File: config.mk
export PLATFORM = sky130hd
export DESIGN_NAME = event_timer_table_core_flat
export DESIGN_NICKNAME = d
export VERILOG_FILES = /design/src/rtl/ett_pkg.sv /design/src/rtl/ett_req_if.sv /design/src/rtl/ett_rsp_if.sv /design/src/rtl/ett_ctrl.sv /design/src/rtl/ett_datapath.sv /design/src/rtl/event_timer_table_core.sv /design/src/flat_wrapper.sv
export SDC_FILE = /design/constraint.sdc
export NUM_CORES = 1
export LEC_CHECK = 0
export BUFFER_PORTS_ARGS = -buffer_cell sky130_fd_sc_hd__buf_2
export CAP_MARGIN = 20
export CORE_ASPECT_RATIO = 0.7
export CORE_MARGIN = 5
export CORE_UTILIZATION = 45
export CTS_CLUSTER_SIZE = 40
export DETAILED_ROUTE_END_ITERATION = 7
export GPL_TIMING_DRIVEN = 0
export REMOVE_ABC_BUFFERS = 1
export SYNTH_ARGS = -nofsm -noshare
export SYNTH_HDL_FRONTEND = slang
export SYNTH_SLANG_ARGS = --single-unit
File: constraint.sdc
create_clock -name clk -period 8.94 [get_ports clk]
set_input_delay 0.447 -clock clk [delete_from_list [all_inputs] [get_ports clk]]
set_output_delay 0.447 -clock clk [all_outputs]
set_load 0.1 [all_outputs]
File: src/rtl/ett_pkg.sv
// Shared types and constants of the event timer table.
// No dependencies; imported by ett_ctrl, ett_datapath and event_timer_table_core.
`default_nettype none

package ett_pkg;

    localparam int NUM_SLOTS   = 8;
    localparam int IDX_W       = (NUM_SLOTS > 1) ? $clog2(NUM_SLOTS) : 1;
    localparam int MASK_SLOTS  = (NUM_SLOTS < 8) ? NUM_SLOTS : 8;

    // request codes
    localparam logic [1:0] REQ_TICK = 2'd0;
    localparam logic [1:0] REQ_ARM  = 2'd1;
    localparam logic [1:0] REQ_DONE = 2'd2;
    localparam logic [1:0] REQ_OFF  = 2'd3;

    // slot status codes
    localparam logic [1:0] ST_OFF     = 2'd0;
    localparam logic [1:0] ST_WAITING = 2'd1;
    localparam logic [1:0] ST_READY   = 2'd2;
    localparam logic [1:0] ST_DONE    = 2'd3;

    // floor of the signed remaining time
    localparam logic signed [15:0] TIME_MIN = 16'sh8000;

    typedef struct packed {
        logic load;     // capture request word, restart scan
        logic step;     // process the slot under the scan index
        logic publish;  // load the result register
    } ett_cmd_t;

    typedef struct packed {
        logic last;     // scan index sits on the final slot
    } ett_sts_t;

endpackage

`default_nettype wire

File: src/rtl/ett_req_if.sv
// Request channel: valid/ready handshake carrying one request word.
// No dependencies.
`default_nettype none

interface ett_req_if;
    logic        valid;
    logic        ready;
    logic [1:0]  req_type;
    logic [2:0]  slot;
    logic [15:0] tick_count;
    logic        periodic;
    logic [14:0] period;

    modport source (output valid, output req_type, output slot, output tick_count,
                    output periodic, output period, input ready);
    modport sink   (input valid, input req_type, input slot, input tick_count,
                    input periodic, input period, output ready);
endinterface

`default_nettype wire

File: src/rtl/ett_rsp_if.sv
// Response channel: valid/ready handshake carrying one result word.
// No dependencies.
`default_nettype none

interface ett_rsp_if;
    logic        valid;
    logic        ready;
    logic [7:0]  ready_mask;
    logic [14:0] next_wait;

    modport source (output valid, output ready_mask, output next_wait, input ready);
    modport sink   (input valid, input ready_mask, input next_wait, output ready);
endinterface

`default_nettype wire

File: src/rtl/ett_ctrl.sv
// Sequencing controller of the event timer table.
// Depends on ett_pkg for command and status types.
`default_nettype none

module ett_ctrl (
    input  wire logic              clk,
    input  wire logic              rst_n,
    input  wire logic              in_valid,
    output logic                   in_ready,
    output logic                   out_valid,
    input  wire logic              out_ready,
    output ett_pkg::ett_cmd_t      cmd,
    input  wire ett_pkg::ett_sts_t sts
);
    import ett_pkg::*;

    localparam logic [1:0] S_IDLE = 2'd0;
    localparam logic [1:0] S_SCAN = 2'd1;
    localparam logic [1:0] S_FIN  = 2'd2;

    logic [1:0] state_reg, state_next;
    logic       out_valid_reg, out_valid_next;
    logic       out_free;

    assign out_free  = !out_valid_reg || out_ready;
    assign in_ready  = (state_reg == S_IDLE);
    assign out_valid = out_valid_reg;

    always_comb
    begin
        state_next  = state_reg;
        cmd         = '0;
        unique case (state_reg)
            S_IDLE:
            begin
                if (in_valid)
                begin
                    cmd.load   = 1'b1;
                    state_next = S_SCAN;
                end
            end
            S_SCAN:
            begin
                cmd.step = 1'b1;
                if (sts.last)
                begin
                    if (out_free)
                    begin
                        cmd.publish = 1'b1;
                        state_next  = S_IDLE;
                    end
                    else
                    begin
                        state_next = S_FIN;
                    end
                end
            end
            S_FIN:
            begin
                if (out_free)
                begin
                    cmd.publish = 1'b1;
                    state_next  = S_IDLE;
                end
            end
            default:
            begin
                state_next = S_IDLE;
            end
        endcase
    end

    assign out_valid_next = cmd.publish || (out_valid_reg && !out_ready);

    always_ff @(posedge clk or negedge rst_n)
    begin
        if (!rst_n)
        begin
            state_reg     <= S_IDLE;
            out_valid_reg <= 1'b0;
        end
        else
        begin
            state_reg     <= state_next;
            out_valid_reg <= out_valid_next;
        end
    end

endmodule

`default_nettype wire

File: src/rtl/ett_datapath.sv
// Slot table, per-slot update unit and running minimum of the timer table.
// Depends on ett_pkg for codes, sizes and command types.
`default_nettype none

module ett_datapath (
    input  wire logic              clk,
    input  wire logic              rst_n,
    input  wire ett_pkg::ett_cmd_t cmd,
    output ett_pkg::ett_sts_t      sts,
    input  wire logic [1:0]        req_type,
    input  wire logic [2:0]        slot,
    input  wire logic [15:0]       tick_count,
    input  wire logic              periodic,
    input  wire logic [14:0]       period,
    output logic [7:0]             ready_mask,
    output logic [14:0]            next_wait
);
    import ett_pkg::*;

    // captured request word
    logic [1:0]  req_type_reg;
    logic [2:0]  slot_reg;
    logic [15:0] tick_count_reg;
    logic        periodic_reg;
    logic [14:0] period_reg;

    // slot table
    logic [1:0]         status_reg  [NUM_SLOTS];
    logic [1:0]         status_next [NUM_SLOTS];
    logic signed [15:0] time_reg    [NUM_SLOTS];
    logic               per_reg     [NUM_SLOTS];
    logic [14:0]        period_tbl_reg [NUM_SLOTS];

    logic [IDX_W-1:0] idx_reg;
    logic [14:0]      best_reg, best_fold;
    logic [7:0]       ready_mask_reg, mask_next;
    logic [14:0]      next_wait_reg;

    // current slot and its new contents
    logic [1:0]         cur_st, new_st;
    logic signed [15:0] cur_tm, new_tm;
    logic               new_per;
    logic [14:0]        new_pd;
    logic signed [17:0] diff;
    logic               hit;

    assign sts.last = (idx_reg == IDX_W'(NUM_SLOTS - 1));
    assign cur_st   = status_reg[idx_reg];
    assign cur_tm   = time_reg[idx_reg];
    assign hit      = (int'(slot_reg) == int'(idx_reg));
    assign diff     = {cur_tm[15], cur_tm[15], cur_tm} - $signed({2'b00, tick_count_reg});

    always_comb
    begin
        new_st  = cur_st;
        new_tm  = cur_tm;
        new_per = per_reg[idx_reg];
        new_pd  = period_tbl_reg[idx_reg];
        if (req_type_reg == REQ_TICK)
        begin
            if (cur_st == ST_DONE)
            begin
                new_tm = per_reg[idx_reg] ? $signed({1'b0, period_tbl_reg[idx_reg]}) : 16'sd0;
                new_st = (new_tm <= 16'sd0) ? ST_READY : ST_WAITING;
            end
            else if (cur_st != ST_OFF)
            begin
                if (per_reg[idx_reg])
                begin
                    new_tm = (diff < 18'(TIME_MIN)) ? TIME_MIN : diff[15:0];
                end
                else
                begin
                    new_tm = 16'sd0;
                end
                if (new_tm <= 16'sd0)
                begin
                    new_st = ST_READY;
                end
            end
        end
        else if (hit)
        begin
            unique case (req_type_reg)
                REQ_ARM:
                begin
                    new_st  = ST_WAITING;
                    new_per = periodic_reg;
                    new_pd  = period_reg;
                    new_tm  = $signed({1'b0, period_reg});
                end
                REQ_DONE:
                begin
                    if (cur_st != ST_OFF)
                    begin
                        new_st = ST_DONE;
                    end
                end
                REQ_OFF:
                begin
                    new_st = ST_OFF;
                end
                default:
                begin
                    new_st = cur_st;
                end
            endcase
        end
    end

    // write back the visited slot only
    always_comb
    begin
        for (int i = 0; i < NUM_SLOTS; i++)
        begin
            status_next[i] = status_reg[i];
        end
        if (cmd.step)
        begin
            status_next[idx_reg] = new_st;
        end
    end

    // fold the visited slot into the least positive waiting time
    always_comb
    begin
        best_fold = best_reg;
        if (cmd.step && new_st == ST_WAITING && new_tm > 16'sd0
            && (best_reg == 15'd0 || new_tm[14:0] < best_reg))
        begin
            best_fold = new_tm[14:0];
        end
    end

    always_comb
    begin
        mask_next = '0;
        for (int i = 0; i < MASK_SLOTS; i++)
        begin
            mask_next[i] = (status_next[i] == ST_READY);
        end
    end

    always_ff @(posedge clk or negedge rst_n)
    begin
        if (!rst_n)
        begin
            for (int i = 0; i < NUM_SLOTS; i++)
            begin
                status_reg[i] <= ST_OFF;
            end
            idx_reg <= '0;
        end
        else
        begin
            for (int i = 0; i < NUM_SLOTS; i++)
            begin
                status_reg[i] <= status_next[i];
            end
            if (cmd.load)
            begin
                idx_reg <= '0;
            end
            else if (cmd.step && !sts.last)
            begin
                idx_reg <= idx_reg + 1'b1;
            end
        end
    end

    always_ff @(posedge clk)
    begin
        if (cmd.load)
        begin
            req_type_reg   <= req_type;
            slot_reg       <= slot;
            tick_count_reg <= tick_count;
            periodic_reg   <= periodic;
            period_reg     <= period;
            best_reg       <= '0;
        end
        else
        begin
            best_reg <= best_fold;
        end
        if (cmd.step)
        begin
            time_reg[idx_reg]       <= new_tm;
            per_reg[idx_reg]        <= new_per;
            period_tbl_reg[idx_reg] <= new_pd;
        end
        if (cmd.publish)
        begin
            ready_mask_reg <= mask_next;
            next_wait_reg  <= best_fold;
        end
    end

    assign ready_mask = ready_mask_reg;
    assign next_wait  = next_wait_reg;

endmodule

`default_nettype wire

File: src/rtl/event_timer_table_core.sv
// Event timer table top level: once a request word is taken, the scan in ett_datapath visits
// every slot in turn, and the result word is published when the scan ends and the output
// register is free; only then is the next request taken, one request word at a time.
// A stalled result sits in the output register; a new request is taken meanwhile.
// rst_n (async, active low) turns every slot off and idles the sequencer at once.
// Depends on ett_pkg, ett_req_if, ett_rsp_if, ett_ctrl and ett_datapath.
`default_nettype none

module event_timer_table_core (
    input  wire logic clk,
    input  wire logic rst_n,
    ett_req_if.sink   req,
    ett_rsp_if.source rsp
);
    import ett_pkg::*;

    ett_cmd_t cmd;
    ett_sts_t sts;

    // Sequencer: take a request word, step the scan index over every slot,
    // then hand the result to the output register once it is free.
    ett_ctrl u_ctrl (
        .clk       (clk),
        .rst_n     (rst_n),
        .in_valid  (req.valid),
        .in_ready  (req.ready),
        .out_valid (rsp.valid),
        .out_ready (rsp.ready),
        .cmd       (cmd),
        .sts       (sts)
    );

    // Slot table: each scan step updates one slot (tick, or the addressed
    // arm/done/off) and folds its new time into the running minimum.
    ett_datapath u_datapath (
        .clk        (clk),
        .rst_n      (rst_n),
        .cmd        (cmd),
        .sts        (sts),
        .req_type   (req.req_type),
        .slot       (req.slot),
        .tick_count (req.tick_count),
        .periodic   (req.periodic),
        .period     (req.period),
        .ready_mask (rsp.ready_mask),
        .next_wait  (rsp.next_wait)
    );

endmodule

`default_nettype wire

File: src/flat_wrapper.sv
// flat-port wrapper written by rule: the top's interface ports become plain ports
module event_timer_table_core_flat import ett_pkg::*;
  (clk, rst_n, req_valid, req_req_type, req_slot, req_tick_count, req_periodic, req_period, req_ready, rsp_valid, rsp_ready_mask, rsp_next_wait, rsp_ready);
  ett_req_if req_i ();
  ett_rsp_if rsp_i ();
  input  wire logic clk;
  input  wire logic rst_n;
  input wire logic [$bits(req_i.valid)-1:0] req_valid;
  input wire logic [$bits(req_i.req_type)-1:0] req_req_type;
  input wire logic [$bits(req_i.slot)-1:0] req_slot;
  input wire logic [$bits(req_i.tick_count)-1:0] req_tick_count;
  input wire logic [$bits(req_i.periodic)-1:0] req_periodic;
  input wire logic [$bits(req_i.period)-1:0] req_period;
  output wire logic [$bits(req_i.ready)-1:0] req_ready;
  output wire logic [$bits(rsp_i.valid)-1:0] rsp_valid;
  output wire logic [$bits(rsp_i.ready_mask)-1:0] rsp_ready_mask;
  output wire logic [$bits(rsp_i.next_wait)-1:0] rsp_next_wait;
  input wire logic [$bits(rsp_i.ready)-1:0] rsp_ready;
  assign req_i.valid = req_valid;
  assign req_i.req_type = req_req_type;
  assign req_i.slot = req_slot;
  assign req_i.tick_count = req_tick_count;
  assign req_i.periodic = req_periodic;
  assign req_i.period = req_period;
  assign req_ready = req_i.ready;
  assign rsp_valid = rsp_i.valid;
  assign rsp_ready_mask = rsp_i.ready_mask;
  assign rsp_next_wait = rsp_i.next_wait;
  assign rsp_i.ready = rsp_ready;
  event_timer_table_core u_core (.clk(clk), .rst_n(rst_n), .req(req_i), .rsp(rsp_i));
endmodule
==> results.toml, run 1 <==
[worst_setup_path]
worstSetupStartpointType = "register"
crit_path_top_delay_cell = "sky130_fd_sc_hd__dfrtp_4"
cp-startpoint = "u_core.u_datapath.idx_reg[1]"
cp-end-kind = "register"
timing.critical_path.max_delay_family = "compound AO/OA/AOI/OAI gates"
r2r_start = "u_core.u_datapath.idx_reg[1]"
cpPeakStageDelay_ps = 680
setup.worst_path.class = "register to register"
cp_buf_inv_count = 3
worst_ep_arrival_time_ps = 8630
timing.critical_path.mode_cell = "sky130_fd_sc_hd__a211oi_1"
required_ps = 9220
critPathMaxFanout = 52

[synthesis]
netlist_area_um2 = 16200
yosysWarningCount = 0
yosys.area_share.simple_pct = 8.29
synth_top_area_share_pct = 58.6
post_synthesis_instance_total = 1224
post_synth_num_cell_types = 87
synth-compound-area-share_pct = 14.5
ys.flop_type = "sky130_fd_sc_hd__edfxtp_1"
synth.ff_latch_count = 353
synth-seq-area-share_pct = 63.9
synthAdderAreaFrac_pct = 2.91
netlist.top_cell.by_area = "sky130_fd_sc_hd__edfxtp_1"
synth_enable_flop_cells = 316
synthMuxAreaShare_pct = 6.14
asyncSetResetFlopFracSynth_pct = 6.23
synthTopCellsByArea = "sky130_fd_sc_hd__edfxtp_1 59%, sky130_fd_sc_hd__dfrtp_1 3.4%, sky130_fd_sc_hd__ha_1 2.8%"
synth_top_family_by_area = "compound AO/OA/AOI/OAI gates"
post_synth_xor_area_fraction_pct = 0.811
synth_area_per_cell_um2 = 13.2

[die]
fp.coreArea_um2 = 35700
std_cell_rows = 58
num_io_pins = 66
initial_standard_cell_utilization_of_the_core_pct = 45.3
die_span_y_um = 169
die_area_um2 = 39900
die_span_x_um = 237

[clock_network]
cts.reportedPaths.clkPinSlew_ps = 60
cts_inserted_buffers = 35
cts_tree = "yes"
maximum_buffer_depth_of_the_clock_tree = 3
worstSkewPairLatency_ps = 540
htreeDepth = 2
cts.sinks = 353
clock-root-buffer = "sky130_fd_sc_hd__clkbuf_16"

[route]
drt-wirelength-per-cell_um = 25.0
met2_length_um = 19200
overall_via_count_from_detail_route = 10800
dr_wl_met3_um = 3140
route.final.wire_length_um = 44800
antenna_violating_nets_post_route = 0
drt-vias-per-instance = 6.06
route.detailed.drc = 0
drt-initial-drc-count = 1153
highest_layer = "met4"
detailedRoute.firstPassIterationCount = 5
met1_length_um = 21800

[sta]
timing.slew.headroom_pct = 23.5
fmaxAchievable_mhz = 120
finalCriticalPeriod_ps = 8350
final_worst_path_cycle_share_pct = 93.4
timing_max_transition_violations_final = 0
setup_viol_count_final = 0
rsz0062_at_grt = "false"
hold_viol = 0
finClkSkew_ps = 16.8
tightestPinTransition_ps = 1150

[min_path]
hold_start = "req_period[7]"
hold_class = "input pin to register"

[finish]
layout_common_cells = "316 x sky130_fd_sc_hd__edfxtp_1, 78 x sky130_fd_sc_hd__nor2_1, 78 x sky130_fd_sc_hd__a21oi_1"
finalNetCount = 1362
diodes = 0
finalInstanceArea_um2 = 18500
largest_register_ff_count = 128
area_growth_from_synthesis_to_layout_pct = 14.2
layout.cells.most_common = "sky130_fd_sc_hd__edfxtp_1"
final_layout_size_suffix_gt1_share_pct = 18.2

[placed_design]
dpl.hpwl_um = 29700
port_buffers = 65
placedInstanceArea_um2 = 17200
rd_place_congestion = 0.955

[global_routing]
global_route_wire_length_before_repair_um = 66600
grt_antenna_before_repair = 0
grt_usage_pct = 21.8
global_route.overflow_total = 0
first_global_vias = 10500
pin_count_of_the_biggest_net_entering_global_routing = 82

[run]
maxCapViolations = 0

[run_status]
outcome = "finished, final reports clean"
==> layout make-up <==
cell class                      count  area (um^2)
Clock inverter                     19          275
Inverter                           50          190
Clock buffer                       43          948
Sequential cell                   353        10400
Multi-Input combinational cell    751         5350
Fill cell                        3061        17200
Tap cell                          480          601
Timing Repair Buffer               93          779
==> cells by family (layout without fill, tap and decap cells) <==
family                   Yosys count  in the layout
AO/OA/AOI/OAI                    334            334
XOR/XNOR                          15             15
adder cells (fa/ha/maj)           37             37
buffers and inverters            121            205
flip-flops                       353            353
multiplexers                      89             89
AND/OR/NAND/NOR                  275            276
==> through the flow <==
stage | setup slack (ps) | hold slack, ps | std cells | utilization, % | TNS [ps]
CTS | 251 | 67.8 | 1784 | 51.6 | 0
finish | 589 | 92.0 | 1789 | 51.8 | 0
floorplan | 290 | 151 | 1153 | - | 0
global route | 57.7 | 74.9 | 1789 | 51.8 | 0
global placement | -5470 | 446 | 1698 | 46.9 | -491690
detailed placement | -434 | 445 | 1720 | 48.1 | -4420
==> final timing paths <==
path | endpoint | slack [ps] | depth (start not counted)
max in group asynchronous | u_core.u_datapath.idx_reg[0] | 8140 | 2
max | u_core.u_datapath.next_wait[3] | 590 | 28
min | u_core.u_datapath.period_reg[7] | 90 | 1
min reg2reg | u_core.u_datapath.status_reg[1] | 520 | 2
min in group asynchronous | u_core.u_datapath.status_reg[4] | 420 | 2
max reg2reg | u_core.u_datapath.next_wait[3] | 590 | 28
==> routing by layer <==
metal	global-route usage (%)	vias to the layer above
met2	32.0	364
li1	-	4892
met5	0	-
met1	34.1	5537
met4	3.91	0
met3	4.77	54
==> cells in the mapped netlist, types with 22 or more instances <==
library cell	number
sky130_fd_sc_hd__dfrtp_1	22
sky130_fd_sc_hd__o21ai_0	52
sky130_fd_sc_hd__a21oi_1	78
sky130_fd_sc_hd__a221oi_1	40
sky130_fd_sc_hd__a22oi_1	24
sky130_fd_sc_hd__buf_2	24
sky130_fd_sc_hd__clkbuf_1	29
sky130_fd_sc_hd__mux2_2	40
sky130_fd_sc_hd__mux2i_1	39
sky130_fd_sc_hd__edfxtp_1	316
sky130_fd_sc_hd__inv_1	48
sky130_fd_sc_hd__ha_1	36
sky130_fd_sc_hd__nand3_1	27
sky130_fd_sc_hd__nor2_1	81
sky130_fd_sc_hd__nand2_1	70
==> timing repair <==
action | 4_1_cts | 5_1_grt
setup endpoints to repair | 30 | 30
hold buffers | 1 | 0
setup buffers | 0 | 3
resized for setup | 4 | 6
gates cloned | 1 | 0
hold endpoints to repair | 22 | 0
Power of run 1 is left out: the tool's default activity adds up to more than one toggle a clock period on the data nets, which glitch-free logic cannot reach.
==> run 2: changes to the inputs <==
- GPL_TIMING_DRIVEN: 0 -> default
==> run 2 against run 1 <==
Compared with the run above: clock skew increased by 8.7 ps; fmax up 5.8%; utilization fell by 0.70 points; highest routed layer unchanged.
==> results.toml, run 2 (synthesis gave the netlist of run 1 again) <==
[run_status]
outcome = "finished, final reports clean"

[sta]
finalCriticalPeriod_ps = 7900
final_worst_path_cycle_share_pct = 88.3
timing.slew.headroom_pct = 42.1
post-route-worst-setup-slack_ps = 1040
fmaxAchievable_mhz = 127
timing_max_transition_violations_final = 0
setup_viol_count_final = 0
finClkSkew_ps = 25.4
rsz0062_at_grt = "false"
tightestPinTransition_ps = 847
hold_viol = 0
setup_tns_ps = 0

[clock_network]
maximum_buffer_depth_of_the_clock_tree = 3
cts_post_setup_buffers_inserted = 0
cts_inserted_buffers = 35
cts_tree = "yes"
total_of_hold_buffers_inserted_after_clock_tree_synthesis = 1
htreeDepth = 2
cts.sinks = 353
post_cts_gate_resize_count = 0
clock-root-buffer = "sky130_fd_sc_hd__clkbuf_16"
cts.reportedPaths.clkPinSlew_ps = 60
worstSkewPairLatency_ps = 550

[finish]
finalNetCount = 1385
area_growth_from_synthesis_to_layout_pct = 12.7
largest_register_ff_count = 128
final_layout_size_suffix_gt1_share_pct = 18.2
layout.cells.most_common = "sky130_fd_sc_hd__edfxtp_1"
layout_common_cells = "316 x sky130_fd_sc_hd__edfxtp_1, 80 x sky130_fd_sc_hd__nor2_1, 78 x sky130_fd_sc_hd__a21oi_1"
diodes = 0

[global_routing]
global_route.overflow_total = 0
first_global_vias = 10600
global_route_wire_length_before_repair_um = 70400
grt_antenna_before_repair = 0
grt_usage_pct = 23.5
pin_count_of_the_biggest_net_entering_global_routing = 47

[die]
die_span_y_um = 169
std_cell_rows = 58
initial_standard_cell_utilization_of_the_core_pct = 45.3
die_area_um2 = 39900
num_io_pins = 66
die_span_x_um = 237
fp.coreArea_um2 = 35700

[placed_design]
rd_place_congestion = 1.01
port_buffers = 65
place_worst_setup_slack_ps = 1280
dpl.hpwl_um = 32100

[route]
drt-vias-per-instance = 6.12
overall_via_count_from_detail_route = 11100
detailedRoute.firstPassIterationCount = 5
route.final.wire_length_um = 47900
route.detailed.drc = 0
antenna_violating_nets_post_route = 0
drt-wirelength-per-cell_um = 26.4
drt-initial-drc-count = 1403

[min_path]
hold_class = "input pin to register"

[worst_setup_path]
r2r_setup_slack_ps = 1040
critPathMaxFanout = 32
cp-startpoint = "u_core.u_datapath.idx_reg[1]"
worstSetupStartpointType = "register"
required_ps = 9230
timing.reg2reg.worst_path_depth = 23
r2r-end = "u_core.u_datapath.next_wait[2]"
setup.worst_path.class = "register to register"
worst_ep_arrival_time_ps = 8180
critPathCapture = "u_core.u_datapath.next_wait[2]"
cp-end-kind = "register"
r2r_start = "u_core.u_datapath.idx_reg[1]"

[run]
maxCapViolations = 0
## run 2: cell types whose count changed in the layout (fill, tap and decap cells not counted), moves of 3 or more
cell and delta:
sky130_fd_sc_hd__buf_4 +46, sky130_fd_sc_hd__buf_12 -10, sky130_fd_sc_hd__buf_8 -5, sky130_fd_sc_hd__inv_6 +3
sky130_fd_sc_hd__clkinvlp_4 -4, sky130_fd_sc_hd__inv_2 -3, sky130_fd_sc_hd__clkinv_1 +6, sky130_fd_sc_hd__buf_16 -4
sky130_fd_sc_hd__bufinv_16 -4
## run 2: how the worst min path moves through the flow
stage | startpoint | endpoint | slack (ps) | depth (start not counted)
floorplan | rst_n | u_core.u_ctrl.out_valid | 150 | 0
global placement | rst_n | u_core.u_ctrl.out_valid | 480 | 1
detailed placement | rst_n | u_core.u_ctrl.out_valid | 480 | 1
CTS | req_periodic | u_core.u_datapath.periodic_reg | 60 | 1
global route | req_period[9] | u_core.u_datapath.period_reg[9] | 60 | 1
finish | req_periodic | u_core.u_datapath.periodic_reg | 80 | 1
## run 2: worst max-delay path: stages, from the launching register on
cell	delay [ps]
sky130_fd_sc_hd__dfrtp_4	770
sky130_fd_sc_hd__clkinv_1	720
sky130_fd_sc_hd__a21oi_1	580
sky130_fd_sc_hd__inv_1	150
sky130_fd_sc_hd__ha_1	500
sky130_fd_sc_hd__nand4_1	210
sky130_fd_sc_hd__a2111oi_0	770
sky130_fd_sc_hd__o21ai_0	200
sky130_fd_sc_hd__a21oi_1	340
sky130_fd_sc_hd__o21ai_2	100
sky130_fd_sc_hd__buf_4	180
sky130_fd_sc_hd__nor2_1	470
sky130_fd_sc_hd__a31o_2	440
sky130_fd_sc_hd__ha_1	300
sky130_fd_sc_hd__o21ai_0	80
sky130_fd_sc_hd__a21oi_1	60
sky130_fd_sc_hd__o21ai_0	160
sky130_fd_sc_hd__a21boi_0	110
sky130_fd_sc_hd__o21ai_0	230
sky130_fd_sc_hd__o41ai_1	120
sky130_fd_sc_hd__nor4_1	240
sky130_fd_sc_hd__and2_1	450
sky130_fd_sc_hd__nand2_2	210
sky130_fd_sc_hd__a22o_1	220
## run 2: stage by stage
step | area, um^2 | utilization, % | hold WS [ps] | instances
floorplan | 15800 | - | 151 | 1153
global placement | 17100 | 48.0 | 477 | 1749
detailed placement | 17100 | 48.0 | 478 | 1749
CTS | 18200 | 51.1 | 55.4 | 1812
global route | 18200 | 51.1 | 57.8 | 1812
finish | 18200 | 51.1 | 78.6 | 1812
## run 2: routing by layer
layer,global-route usage [%],up-vias,part of all wire [%]
met5,0,-,0
li1,-,4939,-
met4,4.59,0,1.8
met3,4.48,66,8.6
met2,33.8,509,42
met1,37.5,5572,48
## run 2: area by class of cell
class                   count  area [um^2]
clock buffers              43          916
inverters                  50          188
multi-input cells         750         5300
well taps                 480          601
clock inverters            19          173
fillers                  3081        17500
repair buffers            117          718
flip-flops and latches    353        10300
Power of run 2 is left out for the same reason.
==> run 3: changes to the inputs <==
- PLACE_DENSITY: default -> 0.71
- SLEW_MARGIN: default -> 20
==> run 3 against run 2 <==
Compared with the run above: first-iteration DRC count increased by 2.6%; count of clock-buffer cells in the layout unchanged; die area unchanged; clock skew decreased by 2.0 ps; cell count unchanged; utilization increased by 0.39 points; routed wire length decreased by 3.3%; via count increased by 1.3%; worst hold slack improved by 2.8 ps; worst setup slack got worse by 94 ps; global-route usage decreased by 0.83 points; critical path type unchanged.
==> results.toml, run 3 (synthesis gave the netlist of run 1 again) <==
[run_status]
outcome = "finished, final reports clean"

[worst_setup_path]
worst_ep_arrival_time_ps = 8280
r2r_start = "u_core.u_datapath.idx_reg[1]"
series_of_cell_instances_along_the_critical_path = "buf_4 -> mux2_2 -> a221oi_1 -> o22ai_1 -> ha_1 -> o2111ai_1 -> a2111oi_0 -> o21ai_0 -> a21oi_1 -> o21ai_2 -> nor2_1 -> a221o_1 -> ha_1 -> a211oi_1 -> o21ai_0 -> nand2_1 -> a21boi_0 -> o21ai_0 -> o41ai_1 -> nor4_1 -> and2_1 -> nand2_2 -> a22o_1"
timing.critical_path.max_delay_family = "compound AO/OA/AOI/OAI gates"
timing.critical_path.mode_cell = "sky130_fd_sc_hd__o21ai_0"
cp_buf_inv_count = 1
r2r_setup_slack_ps = 950
cp-end-kind = "register"
setup.worst_path.class = "register to register"
timing.critical_path.depth = 23
worstSetupStartpointType = "register"
timing.reg2reg.worst_path_depth = 23
crit_path_top_delay_cell = "sky130_fd_sc_hd__a2111oi_0"
critPathMaxFanout = 30
required_ps = 9230
r2r-end = "u_core.u_datapath.next_wait[3]"
cpPeakStageDelay_ps = 760

[die]
die_span_y_um = 169
fp.coreArea_um2 = 35700
die_span_x_um = 237
std_cell_rows = 58
num_io_pins = 66
initial_standard_cell_utilization_of_the_core_pct = 45.3
die_area_um2 = 39900

[global_routing]
grt_antenna_before_repair = 0
first_global_vias = 10700
grt_usage_pct = 22.7
global_route_wire_length_before_repair_um = 68900
pin_count_of_the_biggest_net_entering_global_routing = 53
global_route.overflow_total = 0

[route]
overall_via_count_from_detail_route = 11200
route.detailed.drc = 0
route.final.wire_length_um = 46300
detailedRoute.firstPassIterationCount = 6
drt-initial-drc-count = 1439
drt-vias-per-instance = 6.20
drt-wirelength-per-cell_um = 25.5
antenna_violating_nets_post_route = 0

[clock_network]
cts_tree = "yes"
clock-root-buffer = "sky130_fd_sc_hd__clkbuf_16"
maximum_buffer_depth_of_the_clock_tree = 3
cts.sinks = 353
post_cts_gate_resize_count = 0
cts_post_setup_buffers_inserted = 0
htreeDepth = 2
worstSkewPairLatency_ps = 540
cts.reportedPaths.clkPinSlew_ps = 60
cts_inserted_buffers = 36
total_of_hold_buffers_inserted_after_clock_tree_synthesis = 1

[min_path]
hold_path_depth = 1
hold_class = "input pin to register"
whs_endpoint = "u_core.u_datapath.tick_count_reg[7]"
hold_start = "req_tick_count[7]"

[finish]
final_layout_size_suffix_gt1_share_pct = 18.5
layout_common_cells = "316 x sky130_fd_sc_hd__edfxtp_1, 80 x sky130_fd_sc_hd__nor2_1, 78 x sky130_fd_sc_hd__a21oi_1"
area_growth_from_synthesis_to_layout_pct = 13.6
finalNetCount = 1383
diodes = 0
largest_register_ff_count = 128
final_core_utilization_pct = 51.5
layout.cells.most_common = "sky130_fd_sc_hd__edfxtp_1"

[sta]
rsz0062_at_grt = "false"
finClkSkew_ps = 23.5
timing.slew.headroom_pct = 24.0
tightestPinTransition_ps = 1140
setup_viol_count_final = 0
finalCriticalPeriod_ps = 7990
hold_viol = 0
final_worst_path_cycle_share_pct = 89.4
fmaxAchievable_mhz = 125
setup_tns_ps = 0
timing_max_transition_violations_final = 0

[placed_design]
dpl.hpwl_um = 31000
port_buffers = 65
rd_place_congestion = 1.01

[run]
maxCapViolations = 0
-- run 3: layout make-up --
cell class                      instances  area, um^2
Fill cell                            3041       17300
Sequential cell                       353       10300
Multi-Input combinational cell        750        5320
Clock buffer                           43         980
Timing Repair Buffer                  114         721
Tap cell                              480         601
Clock inverter                         22         230
Inverter                               50         188
-- run 3: worst max-delay path by stage --
stage                                      start                              end  slack [ps]
finish              u_core.u_datapath.idx_reg[1]   u_core.u_datapath.next_wait[3]         950
global route        u_core.u_datapath.idx_reg[1]   u_core.u_datapath.next_wait[6]         510
CTS                 u_core.u_datapath.idx_reg[1]   u_core.u_datapath.next_wait[5]        1220
detailed placement  u_core.u_datapath.idx_reg[1]   u_core.u_datapath.next_wait[5]        1250
global placement    u_core.u_datapath.idx_reg[1]  u_core.u_datapath.next_wait[14]        1490
floorplan           u_core.u_datapath.idx_reg[0]   u_core.u_datapath.next_wait[2]         290
-- run 3: worst register-to-register path: stages (launching register included) --
cell and delay, ps:
sky130_fd_sc_hd__dfrtp_4 750, sky130_fd_sc_hd__buf_4 520, sky130_fd_sc_hd__mux2_2 380, sky130_fd_sc_hd__a221oi_1 330, sky130_fd_sc_hd__o22ai_1 220, sky130_fd_sc_hd__ha_1 460
sky130_fd_sc_hd__o2111ai_1 210, sky130_fd_sc_hd__a2111oi_0 760, sky130_fd_sc_hd__o21ai_0 210, sky130_fd_sc_hd__a21oi_1 330, sky130_fd_sc_hd__o21ai_2 190, sky130_fd_sc_hd__nor2_1 560
sky130_fd_sc_hd__a221o_1 530, sky130_fd_sc_hd__ha_1 340, sky130_fd_sc_hd__a211oi_1 220, sky130_fd_sc_hd__o21ai_0 160, sky130_fd_sc_hd__nand2_1 80, sky130_fd_sc_hd__a21boi_0 70
sky130_fd_sc_hd__o21ai_0 260, sky130_fd_sc_hd__o41ai_1 120, sky130_fd_sc_hd__nor4_1 300, sky130_fd_sc_hd__and2_1 340, sky130_fd_sc_hd__nand2_2 190, sky130_fd_sc_hd__a22o_1 220
-- run 3: metrics by stage --
stage	hold slack, ps	instances	instance area (um^2)	setup slack, ps
detailed placement	448	1746	17200	1250
global placement	447	1745	17100	1490
finish	81.4	1812	18400	951
CTS	62.5	1812	18400	1220
floorplan	151	1153	15800	290
global route	59.4	1812	18400	513
-- run 3: layer usage --
layer	share of wire [%]	track usage (%)
met5	0	0
met4	1.8	4.39
met3	11	5.64
met2	42	32.2
met1	45	35.7
Power of run 3 is left out for the same reason.
